### config.mk
export PLATFORM = sky130hd
export DESIGN_NAME = numeric_literal_classifier
export DESIGN_NICKNAME = d
export VERILOG_FILES = /design/src/rtl/core/nlc_pkg.sv /design/src/rtl/core/nlc_in_reg.sv /design/src/rtl/core/nlc_recognizer.sv /design/src/rtl/core/nlc_out_reg.sv /design/src/rtl/core/numeric_literal_classifier.sv
export SDC_FILE = /design/constraint.sdc
export NUM_CORES = 1
export LEC_CHECK = 0
export BUFFER_PORTS_ARGS = -buffer_cell sky130_fd_sc_hd__buf_2
export CORE_AREA = 2 2 94 141
export DETAILED_ROUTE_END_ITERATION = 7
export DIE_AREA = 0 0 96 143
export PLACE_DENSITY = 0.81
export SYNTH_ARGS = -nofsm -noshare
export SYNTH_HDL_FRONTEND = slang
export SYNTH_SLANG_ARGS = --single-unit
### constraint.sdc
create_clock -name aclk -period 3.45 [get_ports aclk]
set_input_delay 0.345 -clock aclk [delete_from_list [all_inputs] [get_ports aclk]]
set_output_delay 0.345 -clock aclk [all_outputs]
set_load 0.02 [all_outputs]
### src/rtl/core/nlc_pkg.sv
`default_nettype none

package nlc_pkg;

    localparam int CHAR_W      = 8;
    localparam int CLASS_W     = 2;
    localparam int VALUE_W     = 32;
    localparam int IN_TDATA_W  = 8;
    localparam int OUT_TDATA_W = 40;
    localparam int OUT_PAD_W   = OUT_TDATA_W - CLASS_W - VALUE_W;

    // Magnitude holds up to 2^31, so it needs the full value width.
    localparam int MAG_W = VALUE_W;
    // Width of magnitude * 10 + digit before saturation.
    localparam int ACC_W = MAG_W + 4;

    localparam logic [MAG_W-1:0] MAG_LIMIT   = 32'h8000_0000;
    localparam logic [VALUE_W-1:0] POS_LIMIT = 32'h7FFF_FFFF;

    localparam logic [CHAR_W-1:0] CHAR_TERM  = 8'h00;
    localparam logic [CHAR_W-1:0] CHAR_MINUS = 8'h2D;
    localparam logic [CHAR_W-1:0] CHAR_PLUS  = 8'h2B;
    localparam logic [CHAR_W-1:0] CHAR_DOT   = 8'h2E;
    localparam logic [CHAR_W-1:0] CHAR_EXP_L = 8'h65;
    localparam logic [CHAR_W-1:0] CHAR_EXP_U = 8'h45;
    localparam logic [CHAR_W-1:0] CHAR_ZERO  = 8'h30;
    localparam logic [CHAR_W-1:0] CHAR_NINE  = 8'h39;

    localparam logic [CLASS_W-1:0] CLASS_TEXT    = 2'd0;
    localparam logic [CLASS_W-1:0] CLASS_INTEGER = 2'd1;
    localparam logic [CLASS_W-1:0] CLASS_DECIMAL = 2'd2;

    typedef struct packed {
        logic [CLASS_W-1:0]        value_class;
        logic signed [VALUE_W-1:0] int_value;
    } result_t;

    typedef struct packed {
        logic                valid;
        logic [CHAR_W-1:0]   char_code;
    } char_word_t;

endpackage

`default_nettype wire

### src/rtl/core/nlc_in_reg.sv
`default_nettype none

module nlc_in_reg
    import nlc_pkg::*;
(
    input  wire logic                  aclk,
    input  wire logic                  aresetn,
    input  wire logic                  s_tvalid,
    output logic                       s_tready,
    input  wire logic [IN_TDATA_W-1:0] s_tdata,
    input  wire logic                  advance,
    output char_word_t                 word
);

    logic              valid_reg;
    logic [CHAR_W-1:0] char_reg;

    // The held word moves on when the recognizer consumes it, so a new word
    // can enter in the same cycle.
    assign s_tready = !valid_reg || advance;

    always_ff @(posedge aclk) begin
        if (!aresetn) begin
            valid_reg <= 1'b0;
        end else if (s_tready) begin
            valid_reg <= s_tvalid;
        end
        if (s_tready && s_tvalid) begin
            char_reg <= s_tdata[CHAR_W-1:0];
        end
    end

    assign word.valid     = valid_reg;
    assign word.char_code = char_reg;

endmodule

`default_nettype wire

### src/rtl/core/nlc_recognizer.sv
`default_nettype none

module nlc_recognizer
    import nlc_pkg::*;
(
    input  wire logic              aclk,
    input  wire logic              aresetn,
    input  wire logic              step,
    input  wire logic [CHAR_W-1:0] char_code,
    output result_t                result
);

    typedef enum logic [3:0] {
        ST_START   = 4'd0,
        ST_SIGN    = 4'd1,
        ST_INT     = 4'd2,
        ST_POINT   = 4'd3,
        ST_FRAC    = 4'd4,
        ST_EXP     = 4'd5,
        ST_EXPSIGN = 4'd6,
        ST_EXPDIG  = 4'd7,
        ST_DEAD    = 4'd8
    } rec_state_t;

    rec_state_t       state_reg, state_next;
    logic [MAG_W-1:0] mag_reg, mag_next;
    logic             neg_reg, neg_next;

    logic             is_digit, is_sign, is_dot, is_exp, is_term;
    logic [3:0]       digit;
    logic [ACC_W-1:0] acc;
    logic [MAG_W-1:0] mag_acc;

    assign is_term    = (char_code == CHAR_TERM);
    assign is_digit   = (char_code >= CHAR_ZERO) && (char_code <= CHAR_NINE);
    assign is_sign    = (char_code == CHAR_MINUS) || (char_code == CHAR_PLUS);
    assign is_dot     = (char_code == CHAR_DOT);
    assign is_exp     = (char_code == CHAR_EXP_L) || (char_code == CHAR_EXP_U);
    assign digit      = char_code[3:0] - CHAR_ZERO[3:0];

    // magnitude * 10 + digit as two shifted adds, saturated at 2^31.
    assign acc = {1'b0, mag_reg, 3'b000} + {3'b000, mag_reg, 1'b0}
               + {{(ACC_W-4){1'b0}}, digit};
    assign mag_acc = (acc > {4'b0000, MAG_LIMIT}) ? MAG_LIMIT : acc[MAG_W-1:0];

    always_comb begin
        state_next = state_reg;
        mag_next   = mag_reg;
        neg_next   = neg_reg;
        if (is_term) begin
            state_next = ST_START;
            mag_next   = '0;
            neg_next   = 1'b0;
        end else begin
            unique case (state_reg)
                ST_START: begin
                    if (is_sign) begin
                        neg_next   = (char_code == CHAR_MINUS);
                        state_next = ST_SIGN;
                    end else if (is_digit) begin
                        mag_next   = mag_acc;
                        state_next = ST_INT;
                    end else begin
                        state_next = ST_DEAD;
                    end
                end
                ST_SIGN: begin
                    if (is_digit) begin
                        mag_next   = mag_acc;
                        state_next = ST_INT;
                    end else if (is_dot) begin
                        state_next = ST_POINT;
                    end else begin
                        state_next = ST_DEAD;
                    end
                end
                ST_INT: begin
                    if (is_digit) begin
                        mag_next   = mag_acc;
                        state_next = ST_INT;
                    end else if (is_dot) begin
                        state_next = ST_POINT;
                    end else if (is_exp) begin
                        state_next = ST_EXP;
                    end else begin
                        state_next = ST_DEAD;
                    end
                end
                ST_POINT: begin
                    state_next = is_digit ? ST_FRAC : ST_DEAD;
                end
                ST_FRAC: begin
                    if (is_digit) begin
                        state_next = ST_FRAC;
                    end else if (is_exp) begin
                        state_next = ST_EXP;
                    end else begin
                        state_next = ST_DEAD;
                    end
                end
                ST_EXP: begin
                    if (is_sign) begin
                        state_next = ST_EXPSIGN;
                    end else if (is_digit) begin
                        state_next = ST_EXPDIG;
                    end else begin
                        state_next = ST_DEAD;
                    end
                end
                ST_EXPSIGN, ST_EXPDIG: begin
                    state_next = is_digit ? ST_EXPDIG : ST_DEAD;
                end
                default: begin
                    state_next = ST_DEAD;
                end
            endcase
        end
    end

    always_ff @(posedge aclk) begin
        if (!aresetn) begin
            state_reg <= ST_START;
            mag_reg   <= '0;
            neg_reg   <= 1'b0;
        end else if (step) begin
            state_reg <= state_next;
            mag_reg   <= mag_next;
            neg_reg   <= neg_next;
        end
    end

    // Result as seen at a terminator, from the state the token left behind.
    always_comb begin
        result.value_class = CLASS_TEXT;
        result.int_value   = '0;
        if (state_reg == ST_INT) begin
            result.value_class = CLASS_INTEGER;
            if (neg_reg) begin
                result.int_value = -mag_reg;
            end else if (mag_reg >= MAG_LIMIT) begin
                result.int_value = POS_LIMIT;
            end else begin
                result.int_value = mag_reg;
            end
        end else if (state_reg == ST_FRAC || state_reg == ST_EXPDIG) begin
            result.value_class = CLASS_DECIMAL;
        end
    end

endmodule

`default_nettype wire

### src/rtl/core/nlc_out_reg.sv
`default_nettype none

module nlc_out_reg
    import nlc_pkg::*;
(
    input  wire logic                   aclk,
    input  wire logic                   aresetn,
    input  wire logic                   load,
    input  wire result_t                result,
    output logic                        room,
    output logic                        m_tvalid,
    input  wire logic                   m_tready,
    output logic [OUT_TDATA_W-1:0]      m_tdata
);

    logic    valid_reg;
    result_t data_reg;

    assign room = !valid_reg || m_tready;

    always_ff @(posedge aclk) begin
        if (!aresetn) begin
            valid_reg <= 1'b0;
        end else if (room) begin
            valid_reg <= load;
        end
        if (load && room) begin
            data_reg <= result;
        end
    end

    assign m_tvalid = valid_reg;
    assign m_tdata  = {{OUT_PAD_W{1'b0}}, data_reg.int_value, data_reg.value_class};

endmodule

`default_nettype wire

### src/rtl/core/numeric_literal_classifier.sv
// A terminator word waits in the input register until the result register has room;
// it is then classified and its result is loaded into the result register.
// Throughput: one character word per cycle while no terminator waits for room in
// the result register, set by the recognizer update and its magnitude * 10 + digit accumulate.
// Reset: aresetn is synchronous and active low; it empties both registers and
// returns the recognizer to its start state with a zero magnitude and sign.
`default_nettype none

module numeric_literal_classifier
    import nlc_pkg::*;
(
    input  wire logic                   aclk,
    input  wire logic                   aresetn,
    input  wire logic                   s_tvalid,
    output logic                        s_tready,
    // s_tdata: [7:0] char_code.
    input  wire logic [IN_TDATA_W-1:0]  s_tdata,
    output logic                        m_tvalid,
    input  wire logic                   m_tready,
    // m_tdata: [1:0] value_class, [33:2] int_value, [39:34] zero.
    output logic [OUT_TDATA_W-1:0]      m_tdata
);

    char_word_t word;
    result_t    result;
    logic       advance;
    logic       is_term;
    logic       out_room;
    logic       out_load;

    // The input register holds one character word. An ordinary character
    // only updates the recognizer, so it moves on at once; a terminator
    // also needs room in the result register, which frees up in the same
    // cycle that the downstream side takes the pending result.
    nlc_in_reg u_in_reg (
        .aclk     (aclk),
        .aresetn  (aresetn),
        .s_tvalid (s_tvalid),
        .s_tready (s_tready),
        .s_tdata  (s_tdata),
        .advance  (advance),
        .word     (word)
    );

    assign is_term  = (word.char_code == CHAR_TERM);
    assign advance  = word.valid && (!is_term || out_room);
    assign out_load = advance && is_term;

    // Recognizer state, integer magnitude and sign; a terminator step
    // clears them back to the start state.
    nlc_recognizer u_recognizer (
        .aclk      (aclk),
        .aresetn   (aresetn),
        .step      (advance),
        .char_code (word.char_code),
        .result    (result)
    );

    nlc_out_reg u_out_reg (
        .aclk     (aclk),
        .aresetn  (aresetn),
        .load     (out_load),
        .result   (result),
        .room     (out_room),
        .m_tvalid (m_tvalid),
        .m_tready (m_tready),
        .m_tdata  (m_tdata)
    );

    // A class code outside text, integer and decimal never leaves the block.
    assert property (@(posedge aclk) disable iff (!aresetn)
        m_tvalid |-> (m_tdata[1:0] == CLASS_TEXT || m_tdata[1:0] == CLASS_INTEGER
                      || m_tdata[1:0] == CLASS_DECIMAL))
        else $error("invalid value_class on result");

    // Only integer results carry a nonzero value.
    assert property (@(posedge aclk) disable iff (!aresetn)
        (m_tvalid && m_tdata[1:0] != CLASS_INTEGER) |-> (m_tdata[33:2] == '0))
        else $error("nonzero int_value on a non-integer result");

    // A taken result with no terminator behind it leaves the output empty.
    assert property (@(posedge aclk) disable iff (!aresetn)
        (m_tvalid && m_tready && !out_load) |=> !m_tvalid)
        else $error("result repeated after it was taken");

    // Only a terminator can produce a result.
    assert property (@(posedge aclk) disable iff (!aresetn)
        (!m_tvalid && !out_load) |=> !m_tvalid)
        else $error("result appeared without a terminator");

endmodule

`default_nettype wire

; ---- After elaboration in Yosys (flattened, before gate mapping)
; Cells that the tools add are included.
[word_totals]
ff_bits = 81
out_inout_bits = 42
in_bits = 12
word_cells = 75
[op_classes]
n_addsub = 3
eq_ne = 13
n_lt_le_gt_ge = 4
muxes = 24
reduce_logical = 23
[ops]
columns = cell, count
row1 = 32-bit 2-to-1 mux, 6
row2 = 32-bit case mux with 2 select lines, 1
row3 = 4-bit 2-to-1 mux, 12
row4 = 35-bit by 33-bit adder with 36-bit output, 1
row5 = 36-bit by 4-bit adder with 36-bit output, 1
row6 = 36-bit by 32-bit greater-than comparator with 1-bit output (second input constant), 1
row7 = 32-bit greater-or-equal comparator (second input constant), 1
row8 = 32-bit negator, 1
row9 = 4-bit case mux with 7 select lines, 1
row10 = 8-bit by 6-bit == test with 1-bit output (second input constant), 3
row11 = 4-bit by 3-bit == test with 1-bit output (second input constant), 4
row12 = 8-bit by 7-bit == test with 1-bit output (second input constant), 2
row13 = 4-bit by 2-bit == test with 1-bit output (second input constant), 2
row14 = 8-bit by 6-bit greater-or-equal comparator with 1-bit output (second input constant), 1
row15 = 8-bit by 6-bit <= comparator with 1-bit output (second input constant), 1
row16 = 8-bit zero test, 1
row17 = 1-bit logical OR, 6
row18 = 3-bit AND reduction, 2
row19 = 1-bit logical AND, 5
row20 = 4-bit by 1-bit == test with 1-bit output (second input constant), 1
row21 = 4-bit zero test, 1
row22 = 2-bit nonzero test, 2
row23 = 2-bit OR reduction, 2
row24 = 1-bit zero test, 3
row25 = other kinds (4), 6

; ---- Depth between registers and ports, before layout
; Gate-level depths: netlist of run 1.
[logic_depth]
depth_word = 8
depth_mapped = 14
ltp_nobuf = 13

; ---- Hierarchy
; A second synthesis of run 1 with hierarchy kept.
[hier_totals]
cells_unflattened = 766
area_unflattened_um2 = 6570.1
[modules_own_cells]
columns = mod, seq_area_each_um2, area_each_um2, cells_per_inst, n_inst
row1 = nlc_recognizer, 740.7, 5104.9, 701, 1
row2 = nlc_out_reg, 1041.0, 1127.3, 46, 1
row3 = nlc_in_reg, 260.2, 305.3, 14, 1
row4 = numeric_literal_classifier, 0.0, 32.5, 5, 1

; ---- Least setup slack after synthesis of run 1
; Ideal clock, no wire load.
[synth_timing]
path_type = flip-flop to flip-flop
startpoint = reg u_recognizer.mag_reg[2]
endpoint = reg u_recognizer.mag_reg[16]
stages_incl_launch_ff = 13
n_path_buf = 0
path_slack_ns = -0.287
required_ns = 3.376
period_less_slack_ns = 3.737
arrival_time_ns = 3.663
setup_time_ns = 0.074
path_cell_list = dfxtp_1 inv_1 fa_1 fa_1 nor2b_1 o31a_1 o21ai_1 a311oi_1 nor3_1 o21ai_0 mux2i_2 or4bb_1 o21ai_0
[synth_via]
elab_chain_cells = 8
[synth_lines]
columns = element, line_no
row1 = "start, declared", nlc_recognizer.sv:26  ; logic [MAG_W-1:0] mag_reg, mag_next;
row2 = "start signal, assigned", nlc_recognizer.sv:127  ; mag_reg <= mag_next;
row3 = 35-bit by 33-bit adder with 36-bit output *, nlc_recognizer.sv:42  ; assign acc = {1'b0, mag_reg, 3'b000} + {3'b000, mag_reg, 1'b0}
row4 = 36-bit by 4-bit adder with 36-bit output *, nlc_recognizer.sv:43  ; + {{(ACC_W-4){1'b0}}, digit};
row5 = 36-bit by 32-bit greater-than comparator with 1-bit output, nlc_recognizer.sv:44  ; assign mag_acc = (acc > {4'b0000, MAG_LIMIT}) ? MAG_LIMIT : acc[MAG_W-1:0];
row6 = 32-bit 2-to-1 mux *, nlc_recognizer.sv:44
row7 = 32-bit 2-to-1 mux *, "nlc_recognizer.sv:60, nlc_recognizer.sv:68, nlc_recognizer.sv:78"
row8 = 32-bit 2-to-1 mux, nlc_recognizer.sv:57  ; if (is_sign) begin
row9 = 32-bit case mux with 2 select lines *, nlc_recognizer.sv:55  ; unique case (state_reg)
row10 = 32-bit 2-to-1 mux *, nlc_recognizer.sv:50  ; if (is_term) begin
; Mark *: on every way between the ends. The rest lies on a longest branch, timed or not. The select of a mux whose other input is x is not followed.
; A chain may end at the register's enable or synchronous reset.

; ---- Worst setup path after layout of run 1
[layout_timing]
startpoint = reg u_recognizer.mag_reg[12]
endpoint = reg u_recognizer.mag_reg[13]
; The elaborated chain is that of the path after synthesis.

==> results of run 1 <==
==> repair_timing <==
item                                    in CTS  in global routing
endpoints found under the setup margin      32                 35
pin swaps                                   23                 24
gates resized for setup                     51                 74
setup buffers                                9                 10
cloned                                       1                  2
==> cells by family (layout without fill, tap and decap cells) <==
group / count (synthesis) / count (layout) / synth area share
xor+xnor: 18 / 18 / 0.0234
flops: 81 / 81 / 0.303
compound gates: 264 / 264 / 0.250
mux: 6 / 6 / 0.00946
other cells: 1 / 6 / 0.000556
fa+ha+maj: 66 / 66 / 0.125
simple gates: 332 / 332 / 0.245
buf+inv: 73 / 229 / 0.0443
==> cell usage after synthesis, types with 3 or more instances <==
| master | n |
|---|---|
| nand4b_1 | 4 |
| a221oi_1 | 3 |
| nand4_1 | 23 |
| a211oi_1 | 12 |
| o2111ai_1 | 3 |
| clkbuf_1 | 41 |
| nor4_1 | 9 |
| or3_4 | 3 |
| o22ai_1 | 5 |
| and2_1 | 8 |
| o21ai_1 | 4 |
| a21o_1 | 6 |
| o21a_1 | 9 |
| o211a_1 | 6 |
| o21ai_0 | 75 |
| o31ai_1 | 11 |
| a31oi_1 | 10 |
| nor2_1 | 95 |
| nor3_1 | 33 |
| a311oi_1 | 23 |
| nand2b_1 | 7 |
| buf_4 | 6 |
| a22oi_1 | 4 |
| ha_1 | 64 |
| a211o_1 | 8 |
| inv_1 | 23 |
| mux2i_1 | 5 |
| or2_2 | 4 |
| o211ai_1 | 7 |
| edfxtp_1 | 42 |
| nand2_1 | 82 |
| a21oi_1 | 64 |
| xnor2_1 | 13 |
| dfxtp_1 | 39 |
| xor2_1 | 5 |
| nor2b_1 | 3 |
| nand3_1 | 29 |
| and3b_1 | 3 |
| or3_1 | 15 |
==> worst register-to-register path, delay by kind of cell, from the launching register on <==
kind                       cells  cell delay, ns
AOI/OAI and AO/OA              6            1.18
xor gates and xnor gates       1            0.30
adders and majority gates      2            0.65
buffers and inverters          3            0.56
DFF                            1            0.40
and+or+nand+nor                2            0.50
==> routing by layer <==
layer	up-vias	track usage	routed length, um
met5	-	0	0
met4	0	0.164	1580
met3	137	0.0454	1480
met2	467	0.531	10900
met1	3529	0.349	8020
li1	3495	-	-
==> stage by stage <==
step           TNS (ns)  total power [uW]  cell area [um^2]  setup WS, ns  utilization
3_5_place_dp      -4.89              1140              7950        -0.237        0.639
3_3_place_gp      -2.53              1130              7950        -0.155        0.639
4_1_cts           -1.51              2070              8460        -0.116        0.679
5_1_grt           -8.60              2130              8890        -0.358        0.714
6_report          -4.87              2070              8890        -0.251        0.714
2_1_floorplan         0              1100              6790       0.00815            -
==> cell type report <==
type,count,area [um^2],area share
sequential,81,2050,0.230
clock inverter,7,57.6,0.00648
inverter,23,86.3,0.00971
tap,156,195,0.0220
timing repair buffer,190,1400,0.157
clock buffer,9,225,0.0253
multi-input combinational,692,4880,0.549
==> final timing paths <==
check / startpoint / endpoint / slack [ns]
setup reg to reg: u_recognizer.mag_reg[12]$_SDFFE_PN0P_ / u_recognizer.mag_reg[13]$_SDFFE_PN0P_ / -0.25
hold / removal: s_tdata[2] / u_in_reg.char_reg[2]$_DFFE_PP_ / 0.17
hold reg to reg: u_recognizer.mag_reg[11]$_SDFFE_PN0P_ / u_recognizer.mag_reg[11]$_SDFFE_PN0P_ / 0.49
setup / recovery: u_recognizer.mag_reg[12]$_SDFFE_PN0P_ / u_recognizer.mag_reg[13]$_SDFFE_PN0P_ / -0.25
==> power by group <==
part / internal [uW] / switching [uW]
clock: 502 / 451
combinational: 38.1 / 60.9
sequential: 1010 / 8.38
==> summary.md, run 1 <==
| Metric | Value |
|---|---|
| Total GRT Usage | 0.305 |
| Max reg flops | 34 |
| CP required | 3.69 ns |
| First-pass GRT wire length | 32800 um |
| Status | finished with violations |
| Relative slew slack | 0.201 |
| Critical-path top delay cell | dfxtp_1 |
| Vias per cell | 6.59 |
| H-tree Lvls | 3 |
| Max stage delay on crit path | 0.40 ns |
| Number of global-route vias before repair | 6957 |
| Largest net degree at the start of global routing | 35 |
| Worst setup SP type | flop |
| Worst EP arrival | 3.94 ns |
| Area Growth Syn to Fin | 31.7% |
| Top_reg_cell synth | edfxtp_1 |
| GRT overflow | 0 |
| Crit. End Element | flop |
| Final nets | 1075 |
| Die Footprint | 0.0137 mm^2 |
| Mapped Avg Cell Area | 8.02 um^2 |
| Non-filler cells, final | 1158 |
| Post-Route WL | 22000 um |
| DRC | 0 |
| # rows | 50 |
| CP top delay family | compound AO/OA/AOI/OAI gates |
| Port Buffer Count | 47 |
| Initial drt markers | 618 |
| Hold path depth | 1 |
| Clock Tree Buf Depth | 2 |
| Hold WS | 0.169 ns |
| Clk_lat worst skew | 0.35 ns |
| DP HPWL | 15400 um |
| Pre-antenna DRT Iters | 8 |
| Slew @ Worst Pin | 1.20 ns |
| Initial antenna violation count | 0 |
| CTS tree | yes |
| Post-synthesis cell area | 0.00675 mm^2 |
| Sink Count | 81 |
| Distinct cell type count after synthesis | 67 |
| R2R cell count | 14 |
| Critical path cell sequence | ha_1, ha_1, a21oi_1, o21ai_0, buf_4, nor3_1, buf_4, a31oi_4, xnor2_1, o211ai_1, nor4_4, a21oi_4, buf_12, o31ai_2 |
| Failing checks | negative setup slack |
| Core area | 0.0124 mm^2 |
| Fraction of layout cells with a size suffix above 1 | 0.302 |
| Post-DR wirelength/cell | 19.0 um |
| Commonest non-fill, non-tap cell in the layout | buf_4 |
| Post-synth EDFFs | 42 |
| Die width | 96 um |
| Setup CP Type | flop to flop |
| GP Congestion | 0.964 |
| Maximum vdd drop | 0.000244 V |
| Fmax | 270 MHz |
| Final setup violation count | 32 |
| Area leader, netlist | edfxtp_1 |
| Synth area leaders | edfxtp_1 19%, ha_1 12%, dfxtp_1 12% |
| Yosys top cell area share | 0.187 |
| Inst Count DP | 1121 |
| Period utilization | 1.07 |
| Worst-path fanout max | 7 |
| Post-synthesis register bit count | 81 |
| Routed Antenna Nets | 0 |
| Part of the Yosys area used for sequential elements | 0.303 |
| CTS Hold Bufs | 0 |
| Slack of the critical path | -0.251 ns |
| Highest-count cells in the layout ignoring fill and taps | 132 x buf_4, 93 x nor2_1, 79 x nand2_1, 61 x ha_1, 58 x a21oi_1 |
| Starting Density | 0.542 |
| LEAKAGE | 0.00388 uW |
| Final hold vios | 0 |
| Max-Cap Viols | 0 |
| TritonCTS Buffers | 9 |
| Min Tclk post-route | 3.70 ns |
| Clock root buffer | clkbuf_16 |
| Final Max Slew Viols | 0 |
| Clock slew at reported path FFs | 0.07 ns |
| Synth async-reset ratio | 0 |
| DIE HEIGHT | 143 um |
| Worst hold path type | primary input to flop |
| Filler cells | 922 |
| RSZ-0062 raised after global routing | yes |
| Synth warn | 0 |
| Crit path depth | 14 |
| Synthesized instance count | 841 |
| Fin Clk Skew | 0.00930 ns |
| Power Density | 233 mW/mm^2 |
| Vias | 7628 |
| Inserted Diodes | 0 |
| Worst path bufs/invs | 3 |
| Ports | 54 |
(Power assumes the default switching activity.)
==> inputs of run 2 (changes only) <==
--- a/config.mk
+++ b/config.mk
@@ -6,10 +6,11 @@
 export NUM_CORES = 1
 export LEC_CHECK = 0
 export BUFFER_PORTS_ARGS = -buffer_cell sky130_fd_sc_hd__buf_2
-export CORE_AREA = 2 2 94 141
+export CORE_AREA = 5 5 97 144
 export DETAILED_ROUTE_END_ITERATION = 7
-export DIE_AREA = 0 0 96 143
+export DIE_AREA = 0 0 102 149
 export PLACE_DENSITY = 0.81
 export SYNTH_ARGS = -nofsm -noshare
 export SYNTH_HDL_FRONTEND = slang
 export SYNTH_SLANG_ARGS = --single-unit
+export TNS_END_PERCENT = 20
==> run 2 against run 1 <==
  * The run still ends with negative setup slack left
  * Design area up 2.3%
  * Count of clock-buffer cells in the layout rose by 1
  * First-iteration DRC count is 26% higher
  * Combinational power about the same
  * Clock power is 8% higher
  * Clock skew grew 0.0066 ns
  * Critical path depth is 3 higher
  * Global-route usage is 1.3 points lower
  * Flip-flop and latch count is the same
  * Non-clock buffer count grew 21
  * Sequential power barely moved
==> summary.md, run 2 (synthesized netlist as in run 1, its figures left out) <==
| Metric | Value |
|---|---|
| Hold EP | u_in_reg.char_reg[1]$_DFFE_PP_ |
| Initial antenna violation count | 0 (unchanged) |
| Worst-path fanout max | 7 (unchanged) |
| Post-DR wirelength/cell | 20.6 um (+8.7%) |
| Maximum vdd drop | 0.000259 V (+6.0%) |
| Relative slew slack | 0.163 (-0.0379) |
| Initial drt markers | 776 (+26%) |
| Port Buffer Count | 47 (unchanged) |
| Crit. End Element | flop |
| DP Worst Slack | -0.210 ns (+0.0269 ns) |
| Critical-path top delay cell | dfxtp_1 |
| CP top delay family | compound AO/OA/AOI/OAI gates |
| Sink Count | 81 (unchanged) |
| Number of global-route vias before repair | 7398 (+6.3%) |
| Die width | 102 um (+6.3%) |
| Clock root buffer | clkbuf_16 |
| First-pass GRT wire length | 35400 um (+7.9%) |
| Vias | 7895 (+3.5%) |
| Max-Cap Viols | 0 (unchanged) |
| Setup CP Type | flop to flop |
| Ports | 54 (unchanged) |
| Fmax | 265 MHz (-2.0%) |
| Fin util | 0.730 (+0.0164) |
| Inserted Diodes | 0 (unchanged) |
| Area Growth Syn to Fin | 34.8% |
| GRT overflow | 0 (unchanged) |
| Total GRT Usage | 0.292 (-0.0125) |
| Final Max Slew Viols | 0 (unchanged) |
| Max stage delay on crit path | 0.43 ns (+0.03 ns) |
| FF-to-FF Start | u_recognizer.mag_reg[14]$_SDFFE_PN0P_ |
| H-tree Lvls | 3 (unchanged) |
| Power Density | 237 mW/mm^2 (+1.4%) |
| RSZ-0062 raised after global routing | yes |
| CTS tree | yes |
| Min Tclk post-route | 3.78 ns (+0.0748 ns) |
| Die Footprint | 0.0152 mm^2 (+11%) |
| Area of the multi-input gates | 0.00488 mm^2 (about the same) |
| Post-Route WL | 24300 um (+11%) |
| # rows | 50 (unchanged) |
| Starting Density | 0.542 (unchanged) |
| R2R cell count | 17 (+3) |
| CP required | 3.69 ns (about the same) |
| Fin Clk Skew | 0.0159 ns (+0.00660 ns) |
| Largest net degree at the start of global routing | 42 (+20%) |
| Commonest non-fill, non-tap cell in the layout | buf_4 |
| Worst r2r dst | u_recognizer.mag_reg[10]$_SDFFE_PN0P_ |
| Max reg flops | 34 (unchanged) |
| Clock slew at reported path FFs | 0.07 ns (about the same) |
| Worst Hold Launch | s_tdata[1] |
| Worst hold path type | primary input to flop |
| Critical path cell sequence | ha_1, ha_1, a21oi_1, o21ai_0, buf_4, nor3_1, buf_4, a311oi_2, buf_4, o31ai_1, xnor2_1, a2111oi_2, buf_4, a21oi_4, buf_12, clkbuf_16, o21ai_1 |
| DIE HEIGHT | 149 um (+4.2%) |
| DP HPWL | 16000 um (+4.0%) |
| LEAKAGE | 0.00397 uW (+2.3%) |
| Worst path bufs/invs | 6 (+3) |
| Slack of the critical path | -0.325 ns (-0.0748 ns) |
| Core area | 0.0124 mm^2 (unchanged) |
| Filler cells | 892 (-3.3%) |
| Final hold vios | 0 (unchanged) |
| TritonCTS Buffers | 9 (unchanged) |
| Clock Tree Buf Depth | 2 (unchanged) |
| Crit path top cell by count | buf_4 |
| Highest-count cells in the layout ignoring fill and taps | 153 x buf_4, 94 x nor2_1, 81 x nand2_1, 61 x a21oi_1, 58 x ha_1 |
| Pre-antenna DRT Iters | 5 (-3) |
| Register area | 0.00205 mm^2 (about the same) |
| Period utilization | 1.09 (+0.0217) |
| Vias per cell | 6.70 (+1.7%) |
| Worst setup SP type | flop |
| GP Congestion | 0.998 (+3.5%) |
| R2R Setup Slk | -0.33 ns (-0.07 ns) |
| Status | finished with violations |
| Worst EP arrival | 4.02 ns (+0.08 ns) |
| Hold path depth | 1 (unchanged) |
| Routed Antenna Nets | 0 (unchanged) |
| Clk_lat worst skew | 0.35 ns (about the same) |
| DRC | 0 (unchanged) |
| Final setup violation count | 32 (unchanged) |
| Failing checks | negative setup slack |
| Fraction of layout cells with a size suffix above 1 | 0.308 (+0.00552) |
| Setup TNS | -8.13 ns (-3.26 ns) |
| Final nets | 1096 (+2.0%) |
| Slew @ Worst Pin | 1.25 ns (+0.0568 ns) |
run 2: how the worst max path moves through the flow:
stage | start | to | slack (ns) | depth (start not counted)
6_report | u_recognizer.mag_reg[14]$_SDFFE_PN0P_ | u_recognizer.mag_reg[10]$_SDFFE_PN0P_ | -0.33 | 17
3_3_place_gp | u_in_reg.char_reg[3]$_DFFE_PP_ | u_recognizer.mag_reg[20]$_SDFFE_PN0P_ | -0.19 | 15
5_1_grt | u_recognizer.mag_reg[14]$_SDFFE_PN0P_ | u_recognizer.mag_reg[17]$_SDFFE_PN0P_ | -0.49 | 17
2_1_floorplan | u_recognizer.mag_reg[2]$_SDFFE_PN0P_ | u_recognizer.mag_reg[16]$_SDFFE_PN0P_ | 0.008 | 12
3_5_place_dp | u_in_reg.char_reg[3]$_DFFE_PP_ | u_recognizer.mag_reg[14]$_SDFFE_PN0P_ | -0.21 | 15
4_1_cts | u_in_reg.char_reg[3]$_DFFE_PP_ | u_recognizer.mag_reg[14]$_SDFFE_PN0P_ | -0.06 | 15
run 2: what timing repair did:
action,CTS,global route
gates resized for setup,47,74
cloned,2,1
endpoints found under the setup margin,31,35
pin swaps,17,37
buffers inserted,11,9
hold buffers,0,0
run 2: cell type report:
cell class / count / area share
multi-input combinational: 692 / 0.537
inverter: 23 / 0.00950
clock inverter: 6 / 0.00826
tap: 156 / 0.0215
clock buffer: 10 / 0.0252
timing repair buffer: 211 / 0.174
sequential: 81 / 0.225
run 2: worst reg2reg max path, delay by kind of cell (launching register included):
kind                     cells  cell delay, ns
AO/OA/AOI/OAI                7            1.22
buffers and inverters        6            1.01
adder cells (fa/ha/maj)      2            0.67
flip-flops                   1            0.43
XOR/XNOR                     1            0.21
AND/OR/NAND/NOR              1            0.15
run 2: power breakdown:
part	switching, uW	internal, uW	total, uW
Clock	453	574	1030
Combinational	62.8	38.3	101
Sequential	8.43	1010	1020
run 2: layer usage:
metal | routed length [um] | track usage | vias to the layer above | share of wire
li1 | - | - | 3545 | -
met1 | 8590 | 0.319 | 3629 | 0.35
met2 | 11800 | 0.515 | 534 | 0.48
met3 | 1980 | 0.0440 | 187 | 0.081
met4 | 1970 | 0.186 | 0 | 0.081
met5 | 0 | 0 | - | 0
run 2: stage by stage:
stage,total power [uW],cell area [um^2],std cells,hold WS [ns]
3_3_place_gp,1130,8090,1140,0.491
3_5_place_dp,1140,8090,1140,0.495
6_report,2150,9090,1179,0.169
2_1_floorplan,1100,6790,846,0.444
5_1_grt,2210,9090,1179,0.165
4_1_cts,2140,8740,1169,0.164
